### config.mk
export PLATFORM = sky130hd
export DESIGN_NAME = response_keyword_matcher
export DESIGN_NICKNAME = d
export VERILOG_FILES = /design/src/rtl/rkm_pkg.sv /design/src/rtl/rkm_cfg_regs.sv /design/src/rtl/rkm_lane.sv /design/src/rtl/response_keyword_matcher.sv
export SDC_FILE = /design/constraint.sdc
export NUM_CORES = 1
export LEC_CHECK = 0
export ABC_AREA = 1
export BUFFER_PORTS_ARGS = -buffer_cell sky130_fd_sc_hd__buf_2
export CAP_MARGIN = 10
export CORE_MARGIN = 1
export CORE_UTILIZATION = 45
export DETAILED_ROUTE_END_ITERATION = 6
export PLACE_DENSITY = 0.65
export SETUP_SLACK_MARGIN = 0.5
export SLEW_MARGIN = 20
export SYNTH_ARGS = -nofsm -noshare
export SYNTH_HDL_FRONTEND = slang
export SYNTH_SLANG_ARGS = --single-unit
### constraint.sdc
create_clock -name clk -period 3 [get_ports clk]
set_clock_uncertainty 0.05 [all_clocks]
set_input_delay 0 -clock clk [delete_from_list [all_inputs] [get_ports clk]]
set_output_delay 0 -clock clk [all_outputs]
set_load 0.05 [all_outputs]
### src/rtl/rkm_pkg.sv
// Shared types, action and outcome codes and register indexes of the keyword matcher.
package rkm_pkg;

    localparam int KEY_COUNT = 2;
    localparam int KEY_WORDS = 2;

    localparam logic [1:0] ACT_START = 2'd0;
    localparam logic [1:0] ACT_BYTE  = 2'd1;
    localparam logic [1:0] ACT_TICK  = 2'd2;

    localparam logic [1:0] OUT_MATCH    = 2'd0;
    localparam logic [1:0] OUT_SILENT   = 2'd1;
    localparam logic [1:0] OUT_NO_MATCH = 2'd2;

    localparam logic [2:0] REG_TIMEOUT  = 3'd0;
    localparam logic [2:0] REG_COUNT    = 3'd1;
    localparam logic [2:0] REG_LEN0     = 3'd2;
    localparam logic [2:0] REG_LEN1     = 3'd3;
    localparam logic [2:0] REG_KEY0_LOW = 3'd4;
    localparam logic [2:0] REG_KEY0_HI  = 3'd5;
    localparam logic [2:0] REG_KEY1_LOW = 3'd6;
    localparam logic [2:0] REG_KEY1_HI  = 3'd7;

    typedef logic [KEY_WORDS-1:0][63:0] rkm_key_t;

    typedef struct packed {
        logic [15:0]                timeout;
        logic [1:0]                 count;
        logic [KEY_COUNT-1:0][4:0]  len;
        rkm_key_t [KEY_COUNT-1:0]   key;
    } rkm_cfg_t;

endpackage

### src/rtl/rkm_cfg_regs.sv
// Configuration register file of the keyword matcher.
module rkm_cfg_regs (
    input  logic             clk,
    input  logic             rst_n,
    input  logic             cfg_valid,
    output logic             cfg_ready,
    input  logic [2:0]       cfg_index,
    input  logic [63:0]      cfg_data,
    output rkm_pkg::rkm_cfg_t cfg
);
    import rkm_pkg::*;

    rkm_cfg_t cfg_reg;
    rkm_cfg_t cfg_next;

    assign cfg_ready = 1'b1;
    assign cfg       = cfg_reg;

    always_comb
    begin
        cfg_next = cfg_reg;
        if (cfg_valid)
        begin
            unique case (cfg_index)
                REG_TIMEOUT:  cfg_next.timeout   = cfg_data[15:0];
                REG_COUNT:    cfg_next.count     = cfg_data[1:0];
                REG_LEN0:     cfg_next.len[0]    = cfg_data[4:0];
                REG_LEN1:     cfg_next.len[1]    = cfg_data[4:0];
                REG_KEY0_LOW: cfg_next.key[0][0] = cfg_data;
                REG_KEY0_HI:  cfg_next.key[0][1] = cfg_data;
                REG_KEY1_LOW: cfg_next.key[1][0] = cfg_data;
                REG_KEY1_HI:  cfg_next.key[1][1] = cfg_data;
                default:      cfg_next = cfg_reg;
            endcase
        end
    end

    always_ff @(posedge clk or negedge rst_n)
    begin
        if (!rst_n)
        begin
            cfg_reg.timeout   <= 16'd2000;
            cfg_reg.count     <= 2'd2;
            cfg_reg.len[0]    <= 5'd2;
            cfg_reg.len[1]    <= 5'd1;
            // Keyword zero resets to the text "OK".
            cfg_reg.key[0][0] <= 64'd19279;
            cfg_reg.key[0][1] <= 64'd0;
            cfg_reg.key[1][0] <= 64'd0;
            cfg_reg.key[1][1] <= 64'd0;
        end
        else
        begin
            cfg_reg <= cfg_next;
        end
    end

endmodule

### src/rtl/rkm_lane.sv
// One keyword lane: progress register and compare against the expected byte.
module rkm_lane #(
    parameter int MAX_PATTERN_LEN = 16
) (
    input  logic              clk,
    input  logic              rst_n,
    input  logic              clear,
    input  logic              enable,
    input  logic [7:0]        rx_byte,
    input  rkm_pkg::rkm_key_t key,
    input  logic [4:0]        len,
    output logic              hit
);
    import rkm_pkg::*;

    localparam int PW = $clog2(MAX_PATTERN_LEN);

    logic [PW-1:0] progress_reg;
    logic [PW-1:0] progress_next;
    logic [7:0]    pos;
    logic [7:0]    pos_inc;
    logic [7:0]    eff_len;
    logic [7:0]    expected;
    logic          same;

    always_comb
    begin
        pos     = 8'(progress_reg);
        pos_inc = pos + 8'd1;
        // Positions beyond the two key words read as a zero byte.
        if (pos < 8'd16)
            expected = key[pos[3]][{pos[2:0], 3'b000} +: 8];
        else
            expected = 8'd0;
        if (len == 5'd0)
            eff_len = 8'd1;
        else if (8'(len) > 8'(MAX_PATTERN_LEN))
            eff_len = 8'(MAX_PATTERN_LEN);
        else
            eff_len = 8'(len);
        same = (rx_byte == expected);
        hit  = same && (pos_inc >= eff_len);

        progress_next = progress_reg;
        if (clear)
            progress_next = '0;
        else if (enable)
            progress_next = same ? PW'(pos_inc) : '0;
    end

    always_ff @(posedge clk or negedge rst_n)
    begin
        if (!rst_n)
            progress_reg <= '0;
        else
            progress_reg <= progress_next;
    end

endmodule

### src/rtl/response_keyword_matcher.sv
// Top level of the keyword matcher: input register, listen control and result register.
//
//   channel | direction | handshake              | payload
//   --------+-----------+------------------------+--------------------------
//   in      | into      | in_valid / in_stall    | action, rx_byte
//   out     | out of    | out_valid / out_stall  | outcome, pattern_index
//   cfg     | into      | cfg_valid / cfg_ready  | cfg_index, cfg_data
//
// One item is taken every cycle while in_stall is low; its result, if any, passes from the
// input register to the result register. The compare of each keyword lane and the timeout
// compare sit between them, so one item is finished per cycle unless the result is stalled.
// Reset clears the listen state, the progress of each keyword and the registers to defaults.
// A stalled result holds the item behind it in the input register; in_stall rises only then.
module response_keyword_matcher #(
    parameter int NUM_PATTERNS    = 2,
    parameter int MAX_PATTERN_LEN = 16
) (
    input  logic        clk,
    input  logic        rst_n,
    input  logic        in_valid,
    output logic        in_stall,
    input  logic [1:0]  action,
    input  logic [7:0]  rx_byte,
    output logic        out_valid,
    input  logic        out_stall,
    output logic [1:0]  outcome,
    output logic        pattern_index,
    input  logic        cfg_valid,
    output logic        cfg_ready,
    input  logic [2:0]  cfg_index,
    input  logic [63:0] cfg_data
);
    import rkm_pkg::*;

    localparam int LANES = (NUM_PATTERNS < KEY_COUNT) ? NUM_PATTERNS : KEY_COUNT;

    rkm_cfg_t cfg;

    logic       in_valid_reg;
    logic       in_valid_next;
    logic [1:0] action_reg;
    logic [7:0] rx_byte_reg;

    logic        listening_reg;
    logic        listening_next;
    logic [15:0] elapsed_reg;
    logic [15:0] elapsed_next;
    logic        byte_seen_reg;
    logic        byte_seen_next;

    logic       out_valid_reg;
    logic       out_valid_next;
    logic [1:0] outcome_reg;
    logic [1:0] outcome_next;
    logic       index_reg;
    logic       index_next;

    logic             accept;
    logic             process;
    logic             is_start;
    logic             is_byte;
    logic             is_tick;
    logic [1:0]       eff_count;
    logic [15:0]      elapsed_sat;
    logic             timed_out;
    logic [LANES-1:0] lane_active;
    logic [LANES-1:0] lane_en;
    logic [LANES-1:0] lane_hit;
    logic [LANES-1:0] lane_done;
    logic             any_done;
    logic             winner;
    logic             earlier_done;

    rkm_cfg_regs u_cfg (
        .clk       (clk),
        .rst_n     (rst_n),
        .cfg_valid (cfg_valid),
        .cfg_ready (cfg_ready),
        .cfg_index (cfg_index),
        .cfg_data  (cfg_data),
        .cfg       (cfg)
    );

    assign process  = in_valid_reg && (!out_valid_reg || !out_stall);
    assign in_stall = in_valid_reg && !process;
    assign accept   = in_valid && !in_stall;

    assign is_start = process && (action_reg == ACT_START);
    assign is_byte  = process && listening_reg && (action_reg == ACT_BYTE);
    assign is_tick  = process && listening_reg && (action_reg == ACT_TICK);

    always_comb
    begin
        if (cfg.count == 2'd0)
            eff_count = 2'd1;
        else if (cfg.count > 2'd2)
            eff_count = 2'd2;
        else
            eff_count = cfg.count;
    end

    for (genvar p = 0; p < LANES; p++)
    begin : g_lane
        assign lane_active[p] = (2'(p) < eff_count);

        rkm_lane #(
            .MAX_PATTERN_LEN (MAX_PATTERN_LEN)
        ) u_lane (
            .clk     (clk),
            .rst_n   (rst_n),
            .clear   (is_start),
            .enable  (lane_en[p]),
            .rx_byte (rx_byte_reg),
            .key     (cfg.key[p]),
            .len     (cfg.len[p]),
            .hit     (lane_hit[p])
        );
    end

    // A completed lane stops the later lanes from being examined on the same byte.
    always_comb
    begin
        earlier_done = 1'b0;
        for (int p = 0; p < LANES; p++)
        begin
            lane_en[p]   = is_byte && lane_active[p] && !earlier_done;
            lane_done[p] = lane_en[p] && lane_hit[p];
            earlier_done = earlier_done || lane_done[p];
        end
        any_done = earlier_done;
        winner   = 1'b0;
        for (int p = LANES - 1; p >= 0; p--)
        begin
            if (lane_done[p])
                winner = 1'(p);
        end
    end

    always_comb
    begin
        elapsed_sat = (elapsed_reg == 16'hFFFF) ? elapsed_reg : elapsed_reg + 16'd1;
        timed_out   = (elapsed_sat >= cfg.timeout);

        in_valid_next = in_valid_reg;
        if (accept)
            in_valid_next = 1'b1;
        else if (process)
            in_valid_next = 1'b0;

        listening_next = listening_reg;
        elapsed_next   = elapsed_reg;
        byte_seen_next = byte_seen_reg;
        if (is_start)
        begin
            listening_next = 1'b1;
            elapsed_next   = 16'd0;
            byte_seen_next = 1'b0;
        end
        else if (is_byte)
        begin
            byte_seen_next = 1'b1;
            if (any_done)
                listening_next = 1'b0;
        end
        else if (is_tick)
        begin
            elapsed_next = elapsed_sat;
            if (timed_out)
                listening_next = 1'b0;
        end

        out_valid_next = out_valid_reg && out_stall;
        outcome_next   = outcome_reg;
        index_next     = index_reg;
        if (is_byte && any_done)
        begin
            out_valid_next = 1'b1;
            outcome_next   = OUT_MATCH;
            index_next     = winner;
        end
        else if (is_tick && timed_out)
        begin
            out_valid_next = 1'b1;
            outcome_next   = byte_seen_reg ? OUT_NO_MATCH : OUT_SILENT;
            index_next     = 1'b0;
        end
    end

    always_ff @(posedge clk or negedge rst_n)
    begin
        if (!rst_n)
        begin
            in_valid_reg  <= 1'b0;
            listening_reg <= 1'b0;
            elapsed_reg   <= 16'd0;
            byte_seen_reg <= 1'b0;
            out_valid_reg <= 1'b0;
        end
        else
        begin
            in_valid_reg  <= in_valid_next;
            listening_reg <= listening_next;
            elapsed_reg   <= elapsed_next;
            byte_seen_reg <= byte_seen_next;
            out_valid_reg <= out_valid_next;
        end
    end

    always_ff @(posedge clk)
    begin
        if (accept)
        begin
            action_reg  <= action;
            rx_byte_reg <= rx_byte;
        end
        outcome_reg <= outcome_next;
        index_reg   <= index_next;
    end

    assign out_valid     = out_valid_reg;
    assign outcome       = outcome_reg;
    assign pattern_index = index_reg;

endmodule

Word-level counts from Yosys, hierarchy flattened --
Cells that the tools add are included.
Word-level totals: bits in registers 325, bits of input ports 82, output and inout bits 6, logic and storage cells 131
Operators by class: add/sub/neg operators 3, order comparisons 10, equal/unequal tests 14, shifts and indexed selects 2, muxes and demuxes 36, reductions and logical operators 47
Operator list (count):
- $mux 64 | 4
- $shiftx 64x7->8 | 2
- $mux 16 | 4
- $mux 4 | 6
- $mux 5 | 4
- $reduce_and 2->1 | 9
- $logic_and 1x1->1 | 17
- $add 16x1->16 const B | 1
- $eq 16x16->1 const B | 1
- $eq 8x8->1 | 2
- $ge 16x16->1 | 1
- $ge 8x5->1 | 2
- $mux 1 | 15
- $eq 3x3->1 const B | 4
- $reduce_bool 2->1 | 6
- $add 4x1->5 const B | 2
- $gt 5x5->1 const B | 2
- $logic_not 5->1 | 2
- $eq 3x2->1 const B | 2
- $mux 2 | 3
- $reduce_bool 3->1 | 2
- $logic_not 1->1 | 5
- $logic_not 2->1 | 2
- $lt 1x2->1 const A | 2
- 10 further kinds | 12

Depth between registers and ports, before layout --
Gate-level depths: netlist (run 1).
word-level depth 14, mapped depth 24, mapped depth without buffers 24

Hierarchy --
From an unflattened synthesis (run 1), not the netlist that was laid out.
Unflattened totals: cells, all modules 2346, area total of the unflattened synthesis 16913.7 µm²
Modules (own cells, without submodules):
- rkm_cfg_regs | instances 1, cells each 1227, area each 10866.7 µm², sequential area each 7129.3 µm²
- rkm_lane | instances 2, cells each 421, area each 1980.6 µm², sequential area each 100.1 µm²
- response_keyword_matcher | instances 1, cells each 277, area each 2085.8 µm², sequential area each 870.8 µm²

Worst setup path after synthesis (run 1) --
Ideal clock, no wire load.
kind register to register, start register elapsed_reg[2], end register listening_reg, data arrival time 2667 ps, slack 152 ps, stages on the path, launching flop included 25, cell sequence dfrtp_1 inv_1 nor3_1 inv_1 nor2_1 nand3_1 nor3_4 inv_1 nand2_1 nor3_1 xor2_1 inv_1 ha_1 nand2_1 nor2_1 nand2_1 o211ai_1 nand2_1 nand3_1 nand2_1 inv_1 nor2_1 o21bai_1 nand2_1 nand2_1
Between the ends: longest elaborated chain between the ends 5, elaborated cells between the ends (all ways) 6
Ends and longest elaborated chain:
- start: declaration | RTL line response_keyword_matcher.sv:46 | logic [15:0] elapsed_reg;
- start signal: assignment | RTL line response_keyword_matcher.sv:203 | elapsed_reg <= elapsed_next;
- $add 16x1->16 or $eq 16x16->1 (tied branches) | RTL line response_keyword_matcher.sv:141 | elapsed_sat = (elapsed_reg == 16'hFFFF) ? elapsed_reg : elapsed_reg + 16'd1;
- $mux 16 (*) | RTL line response_keyword_matcher.sv:141
- $ge 16x16->1 (*) | RTL line response_keyword_matcher.sv:142 | timed_out = (elapsed_sat >= cfg.timeout);
- $reduce_bool 3->1 (no line) (*)
- $reduce_and 3->1 (no line) (*)
- end signal: assignment | RTL line response_keyword_matcher.sv:202 | listening_reg <= listening_next;
- end: declaration | RTL line response_keyword_matcher.sv:44 | logic listening_reg;
Mark *: on every way between the ends. The rest lies on a longest branch, timed or not. A chain may end at the register's enable or synchronous reset.

Worst setup path after layout (run 1) --
start register elapsed_reg[6], end register listening_reg
The elaborated chain is that of the path after synthesis.

==> results of run 1 <==
==> cell usage after synthesis <==
cell                       count  area (um2)
sky130_fd_sc_hd__clkinv_1      5        18.8
sky130_fd_sc_hd__nand2_4       1        11.3
sky130_fd_sc_hd__nand2_2       3        18.8
sky130_fd_sc_hd__inv_2         5        18.8
sky130_fd_sc_hd__dfstp_2      18         473
sky130_fd_sc_hd__nor2_1       78         293
sky130_fd_sc_hd__o211ai_1     26         195
sky130_fd_sc_hd__nand4_1       6        37.5
sky130_fd_sc_hd__inv_4         1        6.26
sky130_fd_sc_hd__or2_0         3        18.8
sky130_fd_sc_hd__clkbuf_2      1        5.00
sky130_fd_sc_hd__conb_1        1        3.75
sky130_fd_sc_hd__nor2_2        2        12.5
sky130_fd_sc_hd__buf_4        18         135
sky130_fd_sc_hd__o21bai_1      2        15.0
sky130_fd_sc_hd__xor2_1        8        70.1
sky130_fd_sc_hd__nor3_1       10        50.1
sky130_fd_sc_hd__edfxtp_1     11         330
sky130_fd_sc_hd__clkbuf_1     67         251
sky130_fd_sc_hd__nor3_2        1        10.0
sky130_fd_sc_hd__o22ai_1       6        37.5
sky130_fd_sc_hd__nand2_1     642        2410
sky130_fd_sc_hd__nand4_2       1        12.5
sky130_fd_sc_hd__o21ai_2       5        43.8
sky130_fd_sc_hd__dfxtp_1       2        40.0
sky130_fd_sc_hd__dfrtp_1     293        7330
sky130_fd_sc_hd__nand3_1     182         911
sky130_fd_sc_hd__ha_1         29         363
sky130_fd_sc_hd__a21oi_1      24         120
sky130_fd_sc_hd__inv_1       274        1030
sky130_fd_sc_hd__buf_2        23         115
sky130_fd_sc_hd__nor4_1        2        12.5
sky130_fd_sc_hd__nor4_4        1        21.3
sky130_fd_sc_hd__or2_2        16         100
sky130_fd_sc_hd__nor3_4        1        16.3
sky130_fd_sc_hd__o21a_1        7        52.6
sky130_fd_sc_hd__o21ai_1       7        35.0
sky130_fd_sc_hd__o21ai_0     311        1560
sky130_fd_sc_hd__buf_6         3        33.8
==> per-stage QoR <==
| step | worst slack, ns | TNS, ns | power (mW) | hold WS (ns) | util [%] |
|---|---|---|---|---|---|
| 2_1_floorplan | 0.206 | 0 | 6.92 | -0.346 | - |
| 3_3_place_gp | -0.214 | -0.494 | 7.52 | -0.0518 | 49.0 |
| 3_5_place_dp | -0.242 | -0.697 | 7.62 | -0.0413 | 49.0 |
| 4_1_cts | 0.0186 | 0 | 12.5 | 0.0130 | 55.7 |
| 5_1_grt | -0.407 | -1.67 | 13.2 | 0.0347 | 56.8 |
| 6_report | -0.144 | -0.451 | 12.5 | -0.0110 | 56.8 |
==> worst min path at each step <==
stage,start,end,slack (ns),depth (start not counted)
after floorplan,rst_n,byte_seen_reg$_DFFE_PN0P_,-0.35,0
after global placement,rst_n,elapsed_reg[14]$_DFFE_PN0P_,-0.05,1
after detailed placement,rst_n,elapsed_reg[14]$_DFFE_PN0P_,-0.04,1
after CTS,rst_n,u_cfg.cfg[206]$_DFFE_PN0P_,0.01,2
after global routing,rst_n,elapsed_reg[14]$_DFFE_PN0P_,0.03,2
final,rst_n,elapsed_reg[14]$_DFFE_PN0P_,-0.01,2
==> timing repair <==
item,in CTS,in global routing
setup endpoints to repair,10,11
gates cloned,0,4
hold endpoints to repair,592,0
buffers inserted,12,8
hold buffers,84,0
gates resized for setup,42,60
pin swaps,12,11
==> cell type report <==
cell class | instances | area share, %
clock buffer | 55 | 5.59
clock inverter | 12 | 0.690
inverter | 285 | 5.40
multi-input combinational | 1375 | 34.0
sequential | 324 | 40.6
tap | 461 | 2.86
timing repair buffer | 250 | 10.8
==> cells in the final DEF, fill, tap and decap left out, types with 17 or more instances in the layout <==
| master | count |
|---|---|
| sky130_fd_sc_hd__buf_12 | 17 |
| sky130_fd_sc_hd__buf_2 | 85 |
| sky130_fd_sc_hd__buf_4 | 55 |
| sky130_fd_sc_hd__clkbuf_16 | 42 |
| sky130_fd_sc_hd__dfrtp_1 | 289 |
| sky130_fd_sc_hd__dfstp_2 | 18 |
| sky130_fd_sc_hd__dlygate4sd3_1 | 84 |
| sky130_fd_sc_hd__ha_1 | 23 |
| sky130_fd_sc_hd__inv_1 | 264 |
| sky130_fd_sc_hd__nand2_1 | 628 |
| sky130_fd_sc_hd__nand3_1 | 168 |
| sky130_fd_sc_hd__nor2_1 | 69 |
| sky130_fd_sc_hd__o211ai_1 | 26 |
| sky130_fd_sc_hd__o21ai_0 | 303 |
==> worst max-delay path: stages, from the launching register on <==
cell                       delay (ns)
sky130_fd_sc_hd__dfrtp_1         0.36
sky130_fd_sc_hd__inv_1           0.06
sky130_fd_sc_hd__nor3_1          0.23
sky130_fd_sc_hd__inv_1           0.10
sky130_fd_sc_hd__nor2_2          0.09
sky130_fd_sc_hd__inv_1           0.07
sky130_fd_sc_hd__nor4_2          0.20
sky130_fd_sc_hd__buf_4           0.19
sky130_fd_sc_hd__nand3_4         0.08
sky130_fd_sc_hd__nor3_4          0.15
sky130_fd_sc_hd__a21oi_2         0.07
sky130_fd_sc_hd__ha_4            0.29
sky130_fd_sc_hd__nand2_2         0.06
sky130_fd_sc_hd__inv_2           0.06
sky130_fd_sc_hd__nand3_2         0.08
sky130_fd_sc_hd__nor3_2          0.11
sky130_fd_sc_hd__buf_4           0.14
sky130_fd_sc_hd__nand3_2         0.06
sky130_fd_sc_hd__nand3_2         0.09
sky130_fd_sc_hd__nand2_2         0.06
sky130_fd_sc_hd__inv_2           0.08
sky130_fd_sc_hd__nor2_1          0.05
sky130_fd_sc_hd__o21bai_1        0.16
sky130_fd_sc_hd__nand2_1         0.06
sky130_fd_sc_hd__nand2_1         0.04
==> kinds of logic after synthesis <==
family | after synthesis | synth area share, %
other | 1 | 0.0231
adders and majority gates | 29 | 2.24
buffers and inverters | 397 | 9.95
AOI/OAI and AO/OA | 388 | 12.7
and+or+nand+nor | 949 | 24.3
DFF | 324 | 50.4
xor gates and xnor gates | 8 | 0.432
==> power breakdown <==
part | internal [mW] | switching, mW
Sequential | 5.20 | 0.372
Combinational | 0.914 | 1.33
Clock | 2.86 | 1.83
Total | 8.97 | 3.53
==> layer usage <==
| layer | track usage (%) | part of all wire, % | vias to the layer above | routed length (um) |
|---|---|---|---|---|
| met2 | 40.5 | 47 | 434 | 21700 |
| met5 | 0 | 0 | - | 0 |
| met1 | 35.2 | 44 | 6814 | 20500 |
| met3 | 3.22 | 5.8 | 95 | 2690 |
| li1 | - | - | 6995 | - |
| met4 | 10.2 | 3.8 | 0 | 1780 |
==> run_summary.xml, run 1 <==
<?xml version="1.0" encoding="UTF-8"?>
<metrics>
  <group name="routing">
    <metric name="detail_route.iter0.violations" unit="">996</metric>
    <metric name="drcViolationCount" unit="">6</metric>
    <metric name="detail-route-antenna-nets" unit="">0</metric>
    <metric name="post_drt_via_cell_ratio" unit="">5.19</metric>
    <metric name="drt_first_pass_iters" unit="">7</metric>
    <metric name="drt-wirelength-per-cell" unit="um">16.9</metric>
    <metric name="postRouteWirelength" unit="mm">46.7</metric>
    <metric name="vias" unit="">14300</metric>
  </group>
  <group name="worst_setup_path">
    <metric name="critical_path.startpoint_type" unit="">flop</metric>
    <metric name="critPathRequiredTime" unit="ns">3.33</metric>
    <metric name="path_max_fanout" unit="">3</metric>
    <metric name="worst-r2r-setup-slack" unit="ns">-0.14</metric>
    <metric name="crit_start" unit="">elapsed_reg[6]$_DFFE_PN0P_</metric>
    <metric name="endpoint" unit="">listening_reg$_DFFE_PN0P_</metric>
    <metric name="worst_setup_path_end_kind" unit="">flop</metric>
    <metric name="arrival" unit="ns">3.48</metric>
    <metric name="worst_r2r_startpoint" unit="">elapsed_reg[6]$_DFFE_PN0P_</metric>
    <metric name="endpoint_of_the_worst_register_to_register_path" unit="">listening_reg$_DFFE_PN0P_</metric>
    <metric name="critical_path_class" unit="">flop to flop</metric>
    <metric name="worst_r2r_path_depth" unit="">24</metric>
  </group>
  <group name="floorplan">
    <metric name="die_x" unit="um">192</metric>
    <metric name="total_die_area" unit="um2">36800</metric>
    <metric name="start_util" unit="%">45.7</metric>
    <metric name="area_of_the_core" unit="um2">35500</metric>
    <metric name="io_pins" unit="">88</metric>
    <metric name="num_rows" unit="">69</metric>
    <metric name="die_y" unit="um">192</metric>
  </group>
  <group name="global_routing">
    <metric name="number_of_antenna_violations_at_the_first_check_in_global_routing" unit="">0</metric>
    <metric name="largest_net_degree_at_the_start_of_global_routing" unit="">129</metric>
    <metric name="global_route.usage.total" unit="%">25.4</metric>
    <metric name="globalRoute.totalOverflow" unit="">0</metric>
    <metric name="via_count_of_the_first_global_routing_pass" unit="">13600</metric>
    <metric name="grt_first_pass_wirelength" unit="mm">72.9</metric>
  </group>
  <group name="clock_tree">
    <metric name="h-tree-depth" unit="">2</metric>
    <metric name="cts_buffers" unit="">37</metric>
    <metric name="tritoncts_sink_count" unit="">324</metric>
    <metric name="tritoncts" unit="">done</metric>
    <metric name="clk-insertion-delay-late" unit="ns">0.53</metric>
    <metric name="root_cell_of_the_clock_tree" unit="">sky130_fd_sc_hd__clkbuf_16</metric>
    <metric name="cts.path.max_buffers" unit="">3</metric>
    <metric name="clk_pin_slew_worst_paths" unit="ns">0.06</metric>
  </group>
  <group name="timing">
    <metric name="final_min_period_over_clock_period" unit="%">105</metric>
    <metric name="relSlewSlack" unit="%">44.2</metric>
    <metric name="finalMaxSlewViolations" unit="">0</metric>
    <metric name="tightest_slew" unit="ns">0.835</metric>
    <metric name="hold_slack" unit="ns">-0.0110</metric>
    <metric name="max_clock_freq" unit="MHz">318</metric>
    <metric name="timing.final.hold_violations" unit="">4</metric>
    <metric name="final.setup.worst_slack" unit="ns">-0.144</metric>
    <metric name="setup_viol" unit="">5</metric>
    <metric name="unrepaired_setup_endpoints_after_global_routing" unit="">true</metric>
    <metric name="period_needed" unit="ns">3.14</metric>
  </group>
  <group name="pwr">
    <metric name="p_per_area" unit="nW/um2">621</metric>
    <metric name="power.static_leakage" unit="nW">9.93</metric>
    <metric name="vdd_drop_max" unit="V">0.000379</metric>
  </group>
  <group name="synthesis">
    <metric name="mappedNetlistArea" unit="um2">16200</metric>
    <metric name="synth.ff_latch_count" unit="">324</metric>
    <metric name="synth.net_count" unit="">2207</metric>
    <metric name="synthesis.yosys.warnings" unit="">0</metric>
    <metric name="yosys.cell_types.count" unit="">39</metric>
    <metric name="synthesis.area_per_instance" unit="um2">7.74</metric>
    <metric name="synthCells" unit="">2096</metric>
    <metric name="synth.yosys.seq_area_share" unit="%">50.4</metric>
  </group>
  <group name="place">
    <metric name="gpl.final_weighted_congestion" unit="">0.890</metric>
    <metric name="dp.final_hpwl" unit="mm">30.1</metric>
    <metric name="numPlacedInstances" unit="">2587</metric>
    <metric name="dpl-instance-area" unit="um2">17400</metric>
    <metric name="numPortBuffers" unit="">86</metric>
  </group>
  <group name="status">
    <metric name="status" unit="">complete, but fails checks</metric>
    <metric name="failed_checks" unit="">design-rule violations, negative hold slack, negative setup slack</metric>
  </group>
  <group name="min_path">
    <metric name="worstHoldPathType" unit="">primary input to asynchronous set/reset pin</metric>
  </group>
  <group name="finish">
    <metric name="post_route_cells_drive_above_1_share" unit="%">15.8</metric>
    <metric name="n_diodes" unit="">0</metric>
    <metric name="stdcell_area" unit="um2">20100</metric>
    <metric name="multi_input_comb_area" unit="um2">6860</metric>
    <metric name="syn2layout_area_growth" unit="%">24.2</metric>
    <metric name="fillCellCount" unit="">3187</metric>
    <metric name="number_of_standard_cells_in_the_final_layout_excluding_fillers" unit="">2762</metric>
    <metric name="largest_reg_flops" unit="">283</metric>
    <metric name="finalNetCount" unit="">2384</metric>
    <metric name="area_of_all_sequential_standard_cells" unit="um2">8180</metric>
  </group>
  <group name="run">
    <metric name="cap_viol_max_count" unit="">0</metric>
  </group>
</metrics>
No activity file was read; power rests on OpenSTA's default activity.
==> run 2: changes to the inputs <==
Settings changed: SYNTH_HIERARCHICAL set to 1.
==> run_summary.xml, run 2 <==
<?xml version="1.0" encoding="UTF-8"?>
<metrics>
  <group name="timing">
    <metric name="period_needed" unit="ns">2.90</metric>
    <metric name="relSlewSlack" unit="%">42.5</metric>
    <metric name="setup_viol" unit="">0</metric>
    <metric name="tightest_slew" unit="ns">0.862</metric>
    <metric name="final_min_period_over_clock_period" unit="%">96.5</metric>
    <metric name="setup_tns" unit="ns">0</metric>
    <metric name="unrepaired_setup_endpoints_after_global_routing" unit="">true</metric>
    <metric name="final.setup.worst_slack" unit="ns">0.105</metric>
    <metric name="max_clock_freq" unit="MHz">345</metric>
    <metric name="finalMaxSlewViolations" unit="">0</metric>
    <metric name="timing.final.hold_violations" unit="">0</metric>
  </group>
  <group name="finish">
    <metric name="syn2layout_area_growth" unit="%">21.6</metric>
    <metric name="fillCellCount" unit="">3434</metric>
    <metric name="n_diodes" unit="">0</metric>
    <metric name="finalNetCount" unit="">2634</metric>
    <metric name="largest_reg_flops" unit="">283</metric>
    <metric name="post_route_cells_drive_above_1_share" unit="%">12.4</metric>
    <metric name="most_common_cell_after_layout_fill_and_taps_aside" unit="">sky130_fd_sc_hd__nand2_1</metric>
    <metric name="layout.cells.most_common_list" unit="">sky130_fd_sc_hd__nand2_1, sky130_fd_sc_hd__dfrtp_1, sky130_fd_sc_hd__nand3_1</metric>
  </group>
  <group name="clock_tree">
    <metric name="root_cell_of_the_clock_tree" unit="">sky130_fd_sc_hd__clkbuf_16</metric>
    <metric name="h-tree-depth" unit="">2</metric>
    <metric name="clk_pin_slew_worst_paths" unit="ns">0.06</metric>
    <metric name="tritoncts" unit="">done</metric>
    <metric name="cts.path.max_buffers" unit="">3</metric>
    <metric name="tritoncts_sink_count" unit="">324</metric>
    <metric name="cts_buffers" unit="">39</metric>
    <metric name="clk-insertion-delay-late" unit="ns">0.55</metric>
  </group>
  <group name="global_routing">
    <metric name="grt_first_pass_wirelength" unit="mm">83.7</metric>
    <metric name="global_route.usage.total" unit="%">28.0</metric>
    <metric name="number_of_antenna_violations_at_the_first_check_in_global_routing" unit="">0</metric>
    <metric name="largest_net_degree_at_the_start_of_global_routing" unit="">85</metric>
    <metric name="via_count_of_the_first_global_routing_pass" unit="">15200</metric>
    <metric name="globalRoute.totalOverflow" unit="">0</metric>
  </group>
  <group name="worst_setup_path">
    <metric name="path_max_fanout" unit="">4</metric>
    <metric name="critPathRequiredTime" unit="ns">3.21</metric>
    <metric name="worst_setup_path_end_kind" unit="">flop</metric>
    <metric name="worst-r2r-setup-slack" unit="ns">0.10</metric>
    <metric name="critical_path.startpoint_type" unit="">flop</metric>
    <metric name="arrival" unit="ns">3.11</metric>
    <metric name="cp_cell_sequence" unit="">or4_4, o21ai_2, ha_1, o21a_1, o21a_1, o21ai_2, nand2_1, a21oi_2, nor2_2, buf_4, nor2_1, nand3_1, nand2_1, inv_2, nand2_2</metric>
    <metric name="slowest_stage" unit="">sky130_fd_sc_hd__or4_4</metric>
    <metric name="critical_path_class" unit="">flop to flop</metric>
    <metric name="max_stage_delay" unit="ns">0.54</metric>
  </group>
  <group name="routing">
    <metric name="vias" unit="">15800</metric>
    <metric name="detail-route-antenna-nets" unit="">0</metric>
    <metric name="post_drt_via_cell_ratio" unit="">5.25</metric>
    <metric name="drt-wirelength-per-cell" unit="um">17.6</metric>
    <metric name="drt_first_pass_iters" unit="">5</metric>
    <metric name="postRouteWirelength" unit="mm">53.3</metric>
    <metric name="detail_route.iter0.violations" unit="">1578</metric>
    <metric name="drcViolationCount" unit="">0</metric>
  </group>
  <group name="synthesis">
    <metric name="synth.net_count" unit="">2453</metric>
    <metric name="synthesis.area_per_instance" unit="um2">7.21</metric>
    <metric name="mappedNetlistArea" unit="um2">16900</metric>
    <metric name="synthesis.yosys.warnings" unit="">6</metric>
    <metric name="synthCells" unit="">2342</metric>
  </group>
  <group name="pwr">
    <metric name="vdd_drop_max" unit="V">0.000424</metric>
    <metric name="fin_total_pwr" unit="mW">12.8</metric>
    <metric name="p_per_area" unit="nW/um2">622</metric>
    <metric name="power.static_leakage" unit="nW">11.0</metric>
  </group>
  <group name="floorplan">
    <metric name="die_y" unit="um">196</metric>
    <metric name="start_util" unit="%">45.9</metric>
    <metric name="io_pins" unit="">88</metric>
    <metric name="num_rows" unit="">70</metric>
    <metric name="total_die_area" unit="um2">38300</metric>
    <metric name="die_x" unit="um">196</metric>
    <metric name="area_of_the_core" unit="um2">36800</metric>
  </group>
  <group name="status">
    <metric name="status" unit="">completed</metric>
  </group>
  <group name="min_path">
    <metric name="worstHoldPathType" unit="">primary input to asynchronous set/reset pin</metric>
  </group>
  <group name="place">
    <metric name="place_worst_setup_slack" unit="ns">0.0105</metric>
    <metric name="numPortBuffers" unit="">86</metric>
    <metric name="gpl.final_weighted_congestion" unit="">0.887</metric>
    <metric name="dp.final_hpwl" unit="mm">34.0</metric>
  </group>
  <group name="run">
    <metric name="cap_viol_max_count" unit="">0</metric>
  </group>
</metrics>
[run 2: worst paths after layout]
check / start / to / cells past startpoint
hold / removal: rst_n / u_cfg/cfg[174]$_DFFE_PN0P_ / 2
min in group clk: action[0] / action_reg[0]$_DFFE_PP_ / 2
setup / recovery: u_cfg/cfg[257]$_DFFE_PN1P_ / pattern_index$_SDFFCE_PP0P_ / 15
max in group asynchronous: rst_n / u_cfg/cfg[267]$_DFFE_PN1P_ / 3
hold reg to reg: u_cfg/cfg[272]$_DFFE_PN1P_ / u_cfg/cfg[272]$_DFFE_PN1P_ / 2
setup reg to reg: u_cfg/cfg[257]$_DFFE_PN1P_ / pattern_index$_SDFFCE_PP0P_ / 15
[run 2: worst max-delay path: cells and delay by family (launching register included)]
kind | cells | cell delay (ns)
simple gates | 7 | 1.03
compound gates | 5 | 0.74
flops | 1 | 0.37
fa+ha+maj | 1 | 0.23
buf+inv | 2 | 0.19
[run 2: power breakdown]
part	total [mW]	internal, mW	switching, mW	leakage, nW
clock	4.85	2.98	1.87	0.654
sequential	5.63	5.19	0.438	4.02
combinational	2.29	0.890	1.40	6.30
[run 2: stage by stage]
| step | hold WS (ns) | instance area (um2) | cells | util (%) |
|---|---|---|---|---|
| final | 0.00853 | 20500 | 3020 | 55.8 |
| after global routing | 0.0614 | 20500 | 3020 | 55.8 |
| after CTS | 0.0374 | 20200 | 3006 | 54.9 |
| after detailed placement | 0.0140 | 17900 | 2840 | 48.6 |
| after global placement | 0.0108 | 17900 | 2840 | 48.6 |
| after floorplan | -0.346 | 16900 | 2342 | - |
[run 2: what timing repair did]
| item | CTS | global route |
|---|---|---|
| pin swaps | 13 | 25 |
| hold buffers | 86 | 0 |
| buffers inserted | 10 | 12 |
| hold endpoints to repair | 431 | 0 |
| endpoints found under the setup margin | 10 | 10 |
| gates resized for setup | 12 | 40 |
| gates cloned | 0 | 2 |
[run 2: layer usage]
| layer | global-route usage [%] | up-vias | part of all wire, % |
|---|---|---|---|
| li1 | - | 7596 | - |
| met1 | 40.5 | 7553 | 45 |
| met2 | 43.0 | 590 | 44 |
| met3 | 4.14 | 104 | 7.3 |
| met4 | 9.92 | 0 | 3.0 |
| met5 | 0 | - | 0 |
[run 2: area by class of cell]
cell class,count,area [um2],share of cell area (%)
sequential,324,8180,39.9
tap,468,586,2.85
clock inverter,8,101,0.494
clock buffer,62,1230,5.98
timing repair buffer,253,2160,10.6
inverter,174,661,3.22
multi-input combinational,1731,7600,37.0
